[config.mk]
export PLATFORM = sky130hd
export DESIGN_NAME = hex_text_to_can_frame_parser_flat
export DESIGN_NICKNAME = d
export VERILOG_FILES = /design/src/hdl/htcf_pkg.sv /design/src/hdl/htcf_in_if.sv /design/src/hdl/htcf_out_if.sv /design/src/hdl/htcf_line_acc.sv /design/src/hdl/hex_text_to_can_frame_parser.sv /design/src/flat_wrapper.sv
export SDC_FILE = /design/constraint.sdc
export NUM_CORES = 1
export LEC_CHECK = 0
export BUFFER_PORTS_ARGS = -buffer_cell sky130_fd_sc_hd__buf_2
export CAP_MARGIN = 0
export CORE_UTILIZATION = 41
export DETAILED_ROUTE_END_ITERATION = 8
export HOLD_SLACK_MARGIN = 0.12
export PLACE_DENSITY = 0.62
export SYNTH_ARGS = -nofsm -noshare
export SYNTH_HDL_FRONTEND = slang
export SYNTH_HIERARCHICAL = 1
export SYNTH_SLANG_ARGS = --single-unit
[constraint.sdc]
create_clock -name clk_i -period 6.84 [get_ports clk_i]
set_clock_uncertainty 0.2 [all_clocks]
set_input_delay 0.684 -clock clk_i [delete_from_list [all_inputs] [get_ports clk_i]]
set_output_delay 0.684 -clock clk_i [all_outputs]
set_load 0.01 [all_outputs]
[src/hdl/htcf_pkg.sv]
`timescale 1ns / 1ps
// ----------------------------------------------------------------------------
// htcf_pkg: shared types and constants of the hex text to CAN frame parser
// Field widths, status codes, the line state record and the hex decoder.
// ----------------------------------------------------------------------------
package htcf_pkg;

  // data bytes per frame and derived sizes
  localparam int MaxDataBytes = 8;
  localparam int DataDigits   = 2 * MaxDataBytes;
  localparam int PayloadW     = 8 * MaxDataBytes;
  localparam int CntW         = $clog2(DataDigits + 2);

  // fixed field widths
  localparam int ChW        = 8;
  localparam int IdW        = 11;
  localparam int ByteCountW = 4;
  localparam int NibbleW    = 4;
  localparam int HexValW    = 5;

  localparam logic [IdW-1:0]     IdLimit   = 11'h7FF;
  localparam logic [HexValW-1:0] HexRadix  = 5'd16;
  localparam logic [ChW-1:0]     PoundChar = 8'h23;
  localparam logic [CntW-1:0]    DigitLimit = CntW'(DataDigits);

  typedef enum logic [1:0] {
    StOk     = 2'd0,
    StFormat = 2'd1,
    StSize   = 2'd2,
    StId     = 2'd3
  } status_e;

  // everything the line accumulator knows about the current line
  typedef struct packed {
    logic                pound_seen;
    logic                bad_char_seen;
    logic [IdW-1:0]      id_accum;
    logic                id_too_big;
    logic                id_has_digit;
    logic [CntW-1:0]     data_char_count;
    logic [PayloadW-1:0] data_shift;
  } line_state_t;

  // nibble value of a hex digit, HexRadix when the character is not one
  function automatic logic [HexValW-1:0] hex_value(input logic [ChW-1:0] c);
    logic [HexValW-1:0] v;
    v = HexRadix;
    if (c >= 8'h30 && c <= 8'h39) begin
      v = HexValW'(c - 8'h30);
    end else if (c >= 8'h41 && c <= 8'h46) begin
      v = HexValW'(c - 8'h41 + 8'd10);
    end else if (c >= 8'h61 && c <= 8'h66) begin
      v = HexValW'(c - 8'h61 + 8'd10);
    end
    return v;
  endfunction

endpackage

[src/hdl/htcf_in_if.sv]
`timescale 1ns / 1ps
// ----------------------------------------------------------------------------
// htcf_in_if: character channel
// One word is one ASCII character or a line terminator.
// ----------------------------------------------------------------------------
interface htcf_in_if;
  logic                       valid;
  logic                       ready;
  logic [htcf_pkg::ChW-1:0]   ch;
  logic                       end_of_line;

  modport source (output valid, output ch, output end_of_line, input ready);
  modport sink   (input valid, input ch, input end_of_line, output ready);
endinterface

[src/hdl/htcf_out_if.sv]
`timescale 1ns / 1ps
// ----------------------------------------------------------------------------
// htcf_out_if: frame channel
// One word is a parsed frame or a status code for one line.
// ----------------------------------------------------------------------------
interface htcf_out_if;
  logic                              valid;
  logic                              ready;
  htcf_pkg::status_e                 status;
  logic [htcf_pkg::IdW-1:0]          frame_id;
  logic [htcf_pkg::ByteCountW-1:0]   byte_count;
  logic [htcf_pkg::PayloadW-1:0]     payload;

  modport source (output valid, output status, output frame_id, output byte_count,
                  output payload, input ready);
  modport sink   (input valid, input status, input frame_id, input byte_count,
                  input payload, output ready);
endinterface

[src/hdl/htcf_line_acc.sv]
`timescale 1ns / 1ps
// ----------------------------------------------------------------------------
// htcf_line_acc: per-character line accumulator
// Decodes each character and updates identifier, data bytes, counts and flags.
// ----------------------------------------------------------------------------
module htcf_line_acc (
  input  logic                     clk_i,
  input  logic                     rst_ni,
  input  logic                     take_i,
  input  logic                     clear_i,
  input  logic [htcf_pkg::ChW-1:0] ch_i,
  output htcf_pkg::line_state_t    state_o
);

  htcf_pkg::line_state_t state_q, state_d;

  logic [htcf_pkg::HexValW-1:0]       hex_v;
  logic                               is_hex;
  logic [htcf_pkg::IdW+3:0]           id_next;
  logic [htcf_pkg::NibbleW-1:0]       pending_nibble_q, pending_nibble_d;
  logic [7:0]                         data_byte;

  assign hex_v     = htcf_pkg::hex_value(ch_i);
  assign is_hex    = (hex_v != htcf_pkg::HexRadix);
  assign id_next   = {state_q.id_accum, hex_v[htcf_pkg::NibbleW-1:0]};
  assign data_byte = {pending_nibble_q, hex_v[htcf_pkg::NibbleW-1:0]};

  // next line state for one character
  always_comb begin
    state_d          = state_q;
    pending_nibble_d = pending_nibble_q;
    if (clear_i) begin
      state_d          = '0;
      pending_nibble_d = '0;
    end else if (take_i) begin
      if (!is_hex) begin
        if (!state_q.pound_seen && ch_i == htcf_pkg::PoundChar) begin
          state_d.pound_seen = 1'b1;
        end else begin
          state_d.bad_char_seen = 1'b1;
        end
      end else if (!state_q.pound_seen) begin
        // identifier digit, saturating above the limit
        state_d.id_has_digit = 1'b1;
        if (state_q.id_too_big || id_next[htcf_pkg::IdW+3:htcf_pkg::IdW] != '0) begin
          state_d.id_too_big = 1'b1;
          state_d.id_accum   = htcf_pkg::IdLimit;
        end else begin
          state_d.id_accum = id_next[htcf_pkg::IdW-1:0];
        end
      end else if (state_q.data_char_count < htcf_pkg::DigitLimit) begin
        // data digit: high nibble waits, low nibble completes the byte
        if (!state_q.data_char_count[0]) begin
          pending_nibble_d = hex_v[htcf_pkg::NibbleW-1:0];
        end else begin
          for (int b = 0; b < htcf_pkg::MaxDataBytes; b++) begin
            if (htcf_pkg::CntW'(state_q.data_char_count >> 1) == htcf_pkg::CntW'(b)) begin
              state_d.data_shift[8*b +: 8] = data_byte;
            end
          end
        end
        state_d.data_char_count = state_q.data_char_count + 1'b1;
      end else begin
        state_d.data_char_count = htcf_pkg::DigitLimit + 1'b1;
      end
    end
  end

  // line state registers
  always_ff @(posedge clk_i or negedge rst_ni) begin
    if (!rst_ni) begin
      state_q          <= '0;
      pending_nibble_q <= '0;
    end else begin
      state_q          <= state_d;
      pending_nibble_q <= pending_nibble_d;
    end
  end

  assign state_o = state_q;

  // a terminator leaves a fresh line
  a_clear_empties: assert property (@(posedge clk_i) disable iff (!rst_ni)
    clear_i |=> (state_q.data_char_count == '0 && !state_q.pound_seen &&
                 !state_q.id_has_digit && state_q.data_shift == '0))
    else $error("line state not cleared after terminator");

  // count never passes one above the digit limit
  a_count_bound: assert property (@(posedge clk_i) disable iff (!rst_ni)
    state_q.data_char_count <= htcf_pkg::DigitLimit + 1'b1)
    else $error("data digit count out of range");

  // identifier digits only before the pound sign
  a_id_before_pound: assert property (@(posedge clk_i) disable iff (!rst_ni)
    (take_i && !clear_i && state_q.pound_seen) |=> $stable(state_q.id_accum))
    else $error("identifier changed after pound sign");

endmodule

[src/hdl/hex_text_to_can_frame_parser.sv]
`timescale 1ns / 1ps
// ----------------------------------------------------------------------------
// hex_text_to_can_frame_parser: id#data command line to CAN data frame
// Parses one character per word and gives one frame or status per line.
// ----------------------------------------------------------------------------
// Accepts one character word per clock, back to back, and answers each
// terminator word with one result word in the next cycle; character words
// give no result. Each character updates the registered line state, and a
// result register with its own valid parts the output from the input. The
// input is ready whenever no result waits or the waiting one is taken in the
// same cycle, so a stalled output holds off every word, character or
// terminator, until the result is taken. Status is 0 ok, 1 format error (bad
// character, no '#', or no identifier digit), 2 data size error (odd digit
// count or more than 16 data digits), 3 identifier above 0x7FF, checked in
// that order; on any error the identifier, byte count and payload read zero.
module hex_text_to_can_frame_parser (
  input  logic       clk_i,
  input  logic       rst_ni,
  htcf_in_if.sink    in_i,
  htcf_out_if.source out_o
);

  htcf_pkg::line_state_t            line_state;
  logic                             in_fire;
  logic                             take_char;
  logic                             end_line;

  htcf_pkg::status_e                status_d, status_q;
  logic [htcf_pkg::IdW-1:0]         frame_id_d, frame_id_q;
  logic [htcf_pkg::ByteCountW-1:0]  byte_count_d, byte_count_q;
  logic [htcf_pkg::PayloadW-1:0]    payload_d, payload_q;
  logic                             out_valid_q;

  // input handshake
  assign in_i.ready = !out_valid_q || out_o.ready;
  assign in_fire    = in_i.valid && in_i.ready;
  assign take_char  = in_fire && !in_i.end_of_line;
  assign end_line   = in_fire && in_i.end_of_line;

  htcf_line_acc u_line_acc (
    .clk_i   (clk_i),
    .rst_ni  (rst_ni),
    .take_i  (take_char),
    .clear_i (end_line),
    .ch_i    (in_i.ch),
    .state_o (line_state)
  );

  // line verdict, format first, then size, then identifier
  always_comb begin
    priority if (line_state.bad_char_seen || !line_state.pound_seen ||
                 !line_state.id_has_digit) begin
      status_d = htcf_pkg::StFormat;
    end else if (line_state.data_char_count > htcf_pkg::DigitLimit ||
                 line_state.data_char_count[0]) begin
      status_d = htcf_pkg::StSize;
    end else if (line_state.id_too_big) begin
      status_d = htcf_pkg::StId;
    end else begin
      status_d = htcf_pkg::StOk;
    end
  end

  // frame fields, zero unless the line is good
  always_comb begin
    frame_id_d   = '0;
    byte_count_d = '0;
    payload_d    = '0;
    if (status_d == htcf_pkg::StOk) begin
      frame_id_d   = line_state.id_accum;
      byte_count_d = htcf_pkg::ByteCountW'(line_state.data_char_count >> 1);
      payload_d    = line_state.data_shift;
    end
  end

  // result valid
  always_ff @(posedge clk_i or negedge rst_ni) begin
    if (!rst_ni) begin
      out_valid_q <= 1'b0;
    end else if (end_line) begin
      out_valid_q <= 1'b1;
    end else if (out_o.ready) begin
      out_valid_q <= 1'b0;
    end
  end

  // result payload
  always_ff @(posedge clk_i) begin
    if (end_line) begin
      status_q     <= status_d;
      frame_id_q   <= frame_id_d;
      byte_count_q <= byte_count_d;
      payload_q    <= payload_d;
    end
  end

  assign out_o.valid      = out_valid_q;
  assign out_o.status     = status_q;
  assign out_o.frame_id   = frame_id_q;
  assign out_o.byte_count = byte_count_q;
  assign out_o.payload    = payload_q;

  // a terminator always yields a word next cycle
  a_eol_result: assert property (@(posedge clk_i) disable iff (!rst_ni)
    end_line |=> out_valid_q)
    else $error("terminator gave no result");

  // characters never create a result
  a_char_no_result: assert property (@(posedge clk_i) disable iff (!rst_ni)
    (take_char && !out_valid_q) |=> !out_valid_q)
    else $error("result without terminator");

  // error results carry no frame content
  a_err_zero: assert property (@(posedge clk_i) disable iff (!rst_ni)
    (out_valid_q && status_q != htcf_pkg::StOk) |->
      (frame_id_q == '0 && byte_count_q == '0 && payload_q == '0))
    else $error("error result carries frame data");

  // good frames stay within the byte limit
  a_ok_bytes: assert property (@(posedge clk_i) disable iff (!rst_ni)
    (out_valid_q && status_q == htcf_pkg::StOk) |->
      byte_count_q <= htcf_pkg::ByteCountW'(htcf_pkg::MaxDataBytes))
    else $error("byte count above limit");

endmodule
[src/flat_wrapper.sv]
// flat-port wrapper written by rule: the top's interface ports become plain ports
module hex_text_to_can_frame_parser_flat 
  (clk_i, rst_ni, in_i_valid, in_i_ch, in_i_end_of_line, in_i_ready, out_o_valid, out_o_status, out_o_frame_id, out_o_byte_count, out_o_payload, out_o_ready);
  htcf_in_if in_i_i ();
  htcf_out_if out_o_i ();
  input  logic clk_i;
  input  logic rst_ni;
  input wire logic [$bits(in_i_i.valid)-1:0] in_i_valid;
  input wire logic [$bits(in_i_i.ch)-1:0] in_i_ch;
  input wire logic [$bits(in_i_i.end_of_line)-1:0] in_i_end_of_line;
  output wire logic [$bits(in_i_i.ready)-1:0] in_i_ready;
  output wire logic [$bits(out_o_i.valid)-1:0] out_o_valid;
  output wire logic [$bits(out_o_i.status)-1:0] out_o_status;
  output wire logic [$bits(out_o_i.frame_id)-1:0] out_o_frame_id;
  output wire logic [$bits(out_o_i.byte_count)-1:0] out_o_byte_count;
  output wire logic [$bits(out_o_i.payload)-1:0] out_o_payload;
  input wire logic [$bits(out_o_i.ready)-1:0] out_o_ready;
  assign in_i_i.valid = in_i_valid;
  assign in_i_i.ch = in_i_ch;
  assign in_i_i.end_of_line = in_i_end_of_line;
  assign in_i_ready = in_i_i.ready;
  assign out_o_valid = out_o_i.valid;
  assign out_o_status = out_o_i.status;
  assign out_o_frame_id = out_o_i.frame_id;
  assign out_o_byte_count = out_o_i.byte_count;
  assign out_o_payload = out_o_i.payload;
  assign out_o_i.ready = out_o_ready;
  hex_text_to_can_frame_parser u_core (.clk_i(clk_i), .rst_ni(rst_ni), .in_i(in_i_i), .out_o(out_o_i));
endmodule
# Word-level counts from Yosys, hierarchy flattened
# Cells that the tools add are included.
[totals] register_bits=170 input_bits=13 output_inout_bits=83 wordCells=131
[classes] addsub=6 n_lt_le_gt_ge=8 eq_ne=13 mux=35 n_reduce_logical=49
[op_table] operator="$mux W84" n=2
[op_table] operator="$mux W64" n=2
[op_table] operator="$mux W82" n=1
[op_table] operator="$mux W69" n=1
[op_table] operator="$mux W8" n=8
[op_table] operator="$reduce_and A6 Y1" n=8
[op_table] operator="$reduce_bool A2 Y1" n=16
[op_table] operator="$mux W4" n=6
[op_table] operator="$mux W5" n=4
[op_table] operator="$eq A4 B3 Y1 const B" n=4
[op_table] operator="$ge A8 B7 Y1 const B" n=2
[op_table] operator="$le A8 B7 Y1 const B" n=2
[op_table] operator="$mux W13" n=1
[op_table] operator="$reduce_and A3 Y1" n=4
[op_table] operator="$mux W11" n=1
[op_table] operator="$add A5 B4 Y5 const B" n=2
[op_table] operator="$sub A5 B1 Y5 const B" n=2
[op_table] operator="$eq A4 B2 Y1 const B" n=2
[op_table] operator="$eq A8 B6 Y1 const B" n=1
[op_table] operator="$ge A8 B6 Y1 const B" n=1
[op_table] operator="$le A8 B6 Y1 const B" n=1
[op_table] operator="$mux W2" n=4
[op_table] operator="$ne A2 B1 Y1 const B" n=4
[op_table] operator="$logic_and A1 B1 Y1" n=7
[op_table] operator="14 further kinds" n=25

# Logic depth before layout (Yosys ltp)
[logic_depth] word_depth=12 mapped_depth=9

# By module
# Netlist, hierarchy kept.
[modules_own_cells] mod="htcf_line_acc" instances=1 cells_per_inst=356 area_per_inst_um2=3962.6 seq_area_each_um2=2202.1
[modules_own_cells] mod="hex_text_to_can_frame_parser" instances=1 cells_per_inst=276 area_per_inst_um2=3602.2 seq_area_each_um2=2457.4

# Worst setup path before layout
# OpenSTA, ideal clock, no wires.
[synth_path] path_kind="input to register" startpoint="input port in_i_end_of_line" endpoint="register u_core/u_line_acc/pending_nibble_q[0] in the netlist's numbering" setup_time_ns=0.132 arrival_ns=5.300 required_ns=6.508 path_slack_ns=1.209 stages=6 cell_sequence="nand2_1 -> nor2_1 -> buf_1 -> clkbuf_1 -> clkbuf_1 -> nor2_1"
[synth_via] word_cells_on_any_way=10 classes_between="eq/ne: 1; mux: 1; reduce/logical: 8"
[synth_lines] element="start, declared" line_no="flat_wrapper.sv:10" text="input wire logic [$bits(in_i_i.end_of_line)-1:0] in_i_end_of_line;"
[synth_lines] element="$logic_and A1 B1 Y1 (*)" line_no="hex_text_to_can_frame_parser.sv:38" text="assign end_line = in_fire && in_i.end_of_line;"
[synth_lines] element="via u_core.end_line" line_no="hex_text_to_can_frame_parser.sv:26" text="logic end_line;"
[synth_lines] element="$ne A2 B1 Y1 (no line) or $reduce_bool A2 Y1 (tied branches)"
[synth_lines] element="$reduce_and A5 Y1 (no line)"
[synth_lines] element="end signal, assigned" line_no="htcf_line_acc.sv:76" text="pending_nibble_q <= pending_nibble_d;"
[synth_lines] element="end, declared" line_no="htcf_line_acc.sv:20" text="logic [htcf_pkg::NibbleW-1:0] pending_nibble_q, pending_nibble_d;"
# Mark *: on every way through the listed nets, which the timed path passes. The rest lies on a longest branch.
# A chain may end at the register's enable or synchronous reset.

# Worst setup path after layout
[layout_path] startpoint="register u_core.out_valid_q, in the netlist u_core/out_o.valid" endpoint="register u_core.u_line_acc.state_q (netlist bit u_core/u_line_acc/state_o[67])"
[layout_via] elab_chain_len=6 word_cells_on_any_way=10 classes_between="mux: 1; reduce/logical: 9"
[layout_rtl] element="start, declared" line_no="hex_text_to_can_frame_parser.sv:32" text="logic out_valid_q;"
[layout_rtl] element="start signal, assigned" line_no="hex_text_to_can_frame_parser.sv:79" text="out_valid_q <= 1'b0;"
[layout_rtl] element="start signal, assigned" line_no="hex_text_to_can_frame_parser.sv:81" text="out_valid_q <= 1'b1;"
[layout_rtl] element="start signal, assigned" line_no="hex_text_to_can_frame_parser.sv:83" text="out_valid_q <= 1'b0;"
[layout_rtl] element="$logic_not A1 Y1 (*)" line_no="hex_text_to_can_frame_parser.sv:35" text="assign in_i.ready = !out_valid_q || out_o.ready;"
[layout_rtl] element="$logic_or A1 B1 Y1 (*)" line_no="hex_text_to_can_frame_parser.sv:35"
[layout_rtl] element="$logic_and A1 B1 Y1 (*)" line_no="hex_text_to_can_frame_parser.sv:36" text="assign in_fire = in_i.valid && in_i.ready;"
[layout_rtl] element="$logic_and A1 B1 Y1 (*)" line_no="hex_text_to_can_frame_parser.sv:38"
[layout_rtl] element="via u_core.end_line" line_no="hex_text_to_can_frame_parser.sv:26"
[layout_rtl] element="$reduce_bool A2 Y1 (no line)"
[layout_rtl] element="$reduce_and A3 Y1 (no line)"
[layout_rtl] element="end signal, assigned" line_no="htcf_line_acc.sv:75" text="state_q <= state_d;"
[layout_rtl] element="end, declared" line_no="htcf_line_acc.sv:15" text="htcf_pkg::line_state_t state_q, state_d;"
# Marks and branches as above.

==> impl_metrics.json <==
{
  "status": "completed",
  "synth-adder-area-share_pct": 0.6616,
  "final_cell_mix": "buf_2, dfrtp_1, inv_1",
  "synth-simple-area-share_pct": 16.49,
  "die_area_mm2": 0.01900,
  "synthCells": 632,
  "grt_first_pass_wirelength_um": 26950,
  "n_antenna_cell": 0,
  "ys_warn_count": 6,
  "yosys.cell_types.count": 53,
  "area_delta_synth_final_pct": 16.14,
  "grt_max_degree": 96,
  "layout_commonest_cell": "buf_2",
  "layout-drive-gt1-share_pct": 23.99,
  "p_clk_share_pct": 45.9,
  "netSwitchingPower_mw": 0.4782,
  "cts.sinks": 170,
  "fin_crit_ns": 3.080,
  "setup_viol": 0,
  "ys_ff_latch": 170,
  "htree_levels": 4,
  "cts_hold_buf": 0,
  "die_h_um": 137.8,
  "worst-slew-pin-transition_ns": 1.157,
  "cts_setup_buffers": 0,
  "num_vias": 5089,
  "antenna_found_initial": 0,
  "yosys-mux-area-fraction_pct": 8.402,
  "root_buffer": "clkbuf_16",
  "gr-total-overflow": 0,
  "p_leak_nw": 3.716,
  "synth_fp_nets": 649,
  "grt_pass1_vias": 5116,
  "cp_max_fo": 95,
  "synthXorXnorAreaFrac_pct": 0,
  "fillers": 1631,
  "rsz0062_at_grt": "false",
  "power_density_mw_per_mm2": 252.0,
  "worstPathArrival_ns": 3.13,
  "ctsResizeCount": 0,
  "grt_use_total_pct": 18.90,
  "critical_path_class": "reg2reg",
  "synth-compound-area-share_pct": 5.657,
  "totalWireLength_um": 16630,
  "hold_viol_final": 0,
  "netlist_area_mm2": 0.007565,
  "initial_utilization_pct": 41.97,
  "cp-end-kind": "flip-flop",
  "final_nets": 721,
  "worstSetupStartpointType": "flip-flop",
  "clkLatencyLatePin_ns": 0.43,
  "avgSynthCellArea_um2": 11.97,
  "tns_ns": 0,
  "core_mm2": 0.01802,
  "synth_top_family_by_area": "simple AND/OR/NAND/NOR gates",
  "hpwl_um": 10240,
  "numCtsBuffers": 17,
  "final_area_mm2": 0.008786,
  "clock.fmax_mhz": 324.7,
  "cap_violations": 0,
  "slew_viol_final": 0,
  "placed_area_mm2": 0.008160,
  "rows": 49,
  "hold-worst-slack_ns": 0.2839,
  "relSlewSlack_pct": 22.86,
  "gp_congestion": 0.8698,
  "die_w_um": 137.8,
  "ys_seq_area_share_pct": 61.59,
  "peakVddDrop_mv": 0.1800,
  "cts_buffer_depth": 2,
  "portBuffers": 95,
  "drt_first_pass_iters": 5,
  "p_int_mw": 1.736,
  "p_comb_share_pct": 4.2,
  "period_share_pct": 45.03,
  "swShare_pct": 21.59,
  "cts_tree": "yes",
  "clk_pin_slew_ns": 0.07,
  "hp-class": "in2async",
  "seqPwrFrac_pct": 49.9,
  "ant_nets": 0,
  "io_pins": 96,
  "viasPerCell": 5.379,
  "required_ns": 6.89,
  "drc": 0,
  "wl_per_cell_um": 17.58,
  "first_iter_violations": 275
}
-- cells by family (layout without fill, tap and decap cells) --
logic type | count (synthesis) | count (layout)
and+or+nand+nor | 204 | 204
muxes | 62 | 62
adders and majority gates | 4 | 4
AOI/OAI and AO/OA | 59 | 59
buffers and inverters | 133 | 218
DFF | 170 | 170
-- through the flow --
| step | cells | power, mW | utilization [%] | setup slack [ns] |
|---|---|---|---|---|
| 2_1_floorplan | 632 | 1.174 | - | 1.209 |
| 3_3_place_gp | 914 | 1.215 | 45.27 | 3.446 |
| 3_5_place_dp | 914 | 1.219 | 45.27 | 3.366 |
| 4_1_cts | 946 | 2.237 | 48.74 | 3.740 |
| 5_1_grt | 946 | 2.291 | 48.74 | 3.489 |
| 6_report | 946 | 2.214 | 48.74 | 3.760 |
-- flip-flops by register name (all words and copies together) (netlist names) --
| register | flops |
|---|---|
| u_core/u_line_acc/state_o | 84 |
| u_core/out_o.payload | 64 |
| u_core/out_o.frame_id | 11 |
| u_core/out_o.byte_count | 4 |
| u_core/u_line_acc/pending_nibble_q | 4 |
| u_core/out_o.status | 2 |
| u_core/out_o.valid | 1 |
-- power groups by stage --
stage	combinational, mW	clock [mW]	sequential, mW
final	0.0933	1.02	1.10
after global routing	0.104	1.08	1.11
after CTS	0.0951	1.04	1.10
after detailed placement	0.0944	0	1.12
after global placement	0.0913	0	1.12
after floorplan	0.0422	0	1.13
-- cells in the mapped netlist, drive strengths merged --
cell type  instances  area, um^2
a31oi              3       18.77
mux2i             50       500.5
o211ai             2       15.01
a22o               3       26.28
nand2b             3       18.77
ha                 4       50.05
or3                2       12.51
nor2b              3       18.77
or4b               2       23.77
nand3b             9       67.56
nand4bb            1       11.26
nor4              80       636.9
nor3b              3       22.52
o21ba              1       10.01
and2               1       6.260
a211oi             3       22.52
a41oi              1       8.760
a2111o             1       11.26
nand4b             1       8.760
clkbuf            31       116.4
a2111oi            1       27.53
o2111ai            1       8.760
nor3               5       25.02
or3b               1       11.26
inv               85       319.1
o2bb2ai            9       78.83
mux2              12       135.1
o21bai             2       15.01
o21a               1       7.510
o311ai             1       8.760
nand3              4       20.02
a22oi              1       7.510
or2                1       6.260
nor4b              5       43.79
a21oi              9       45.04
o31a               1       8.760
nand2             11       41.29
edfxtp            81        2432
buf               17       108.9
o21ai             15       75.07
dfrtp             89        2227
a21o               4       32.53
nor2              72       272.8
-- metal layers --
metal / GRT usage, % / wire length, um / vias up
met5: 0 / 0 / -
met4: 8.213 / 422 / 0
met3: 4.268 / 921 / 32
met2: 29.93 / 7922 / 174
met1: 24.86 / 7366 / 2505
li1: - / - / 2378
-- final timing paths --
check / slack (ns) / to / start / cells after the start
setup reg to reg: 3.76 / u_core/u_line_acc/state_o[67]$_DFFE_PN0P_ / u_core/out_o.valid$_DFFE_PN0P_ / 7
hold reg to reg: 0.31 / u_core/u_line_acc/state_o[3]$_DFFE_PN0P_ / u_core/u_line_acc/state_o[3]$_DFFE_PN0P_ / 1
max in group asynchronous: 5.41 / u_core/u_line_acc/state_o[47]$_DFFE_PN0P_ / rst_ni / 1
hold / removal: 0.28 / u_core/u_line_acc/state_o[1]$_DFFE_PN0P_ / rst_ni / 1
setup / recovery: 3.76 / u_core/u_line_acc/state_o[67]$_DFFE_PN0P_ / u_core/out_o.valid$_DFFE_PN0P_ / 7
min in group clk_i: 0.31 / u_core/u_line_acc/state_o[3]$_DFFE_PN0P_ / u_core/u_line_acc/state_o[3]$_DFFE_PN0P_ / 1
-- final cells by class --
type	count	area (um^2)	share of cell area, %
multi-input cells	329	2372	27.00
inverters	85	319.1	3.631
clock inverters	14	196.4	2.236
repair buffers	101	523.0	5.953
clock buffers	18	429.2	4.885
well taps	229	286.5	3.261
flip-flops and latches	170	4659	53.03
-- critical path, cell delays in order (launching register included) --
cell	delay, ns
dfrtp_1	0.38
nor2b_1	0.18
nor2_4	0.12
buf_4	0.55
buf_4	0.91
nor2_1	0.17
nand3_1	0.14
o311ai_0	0.13
Power figures use the tool's default switching activity.
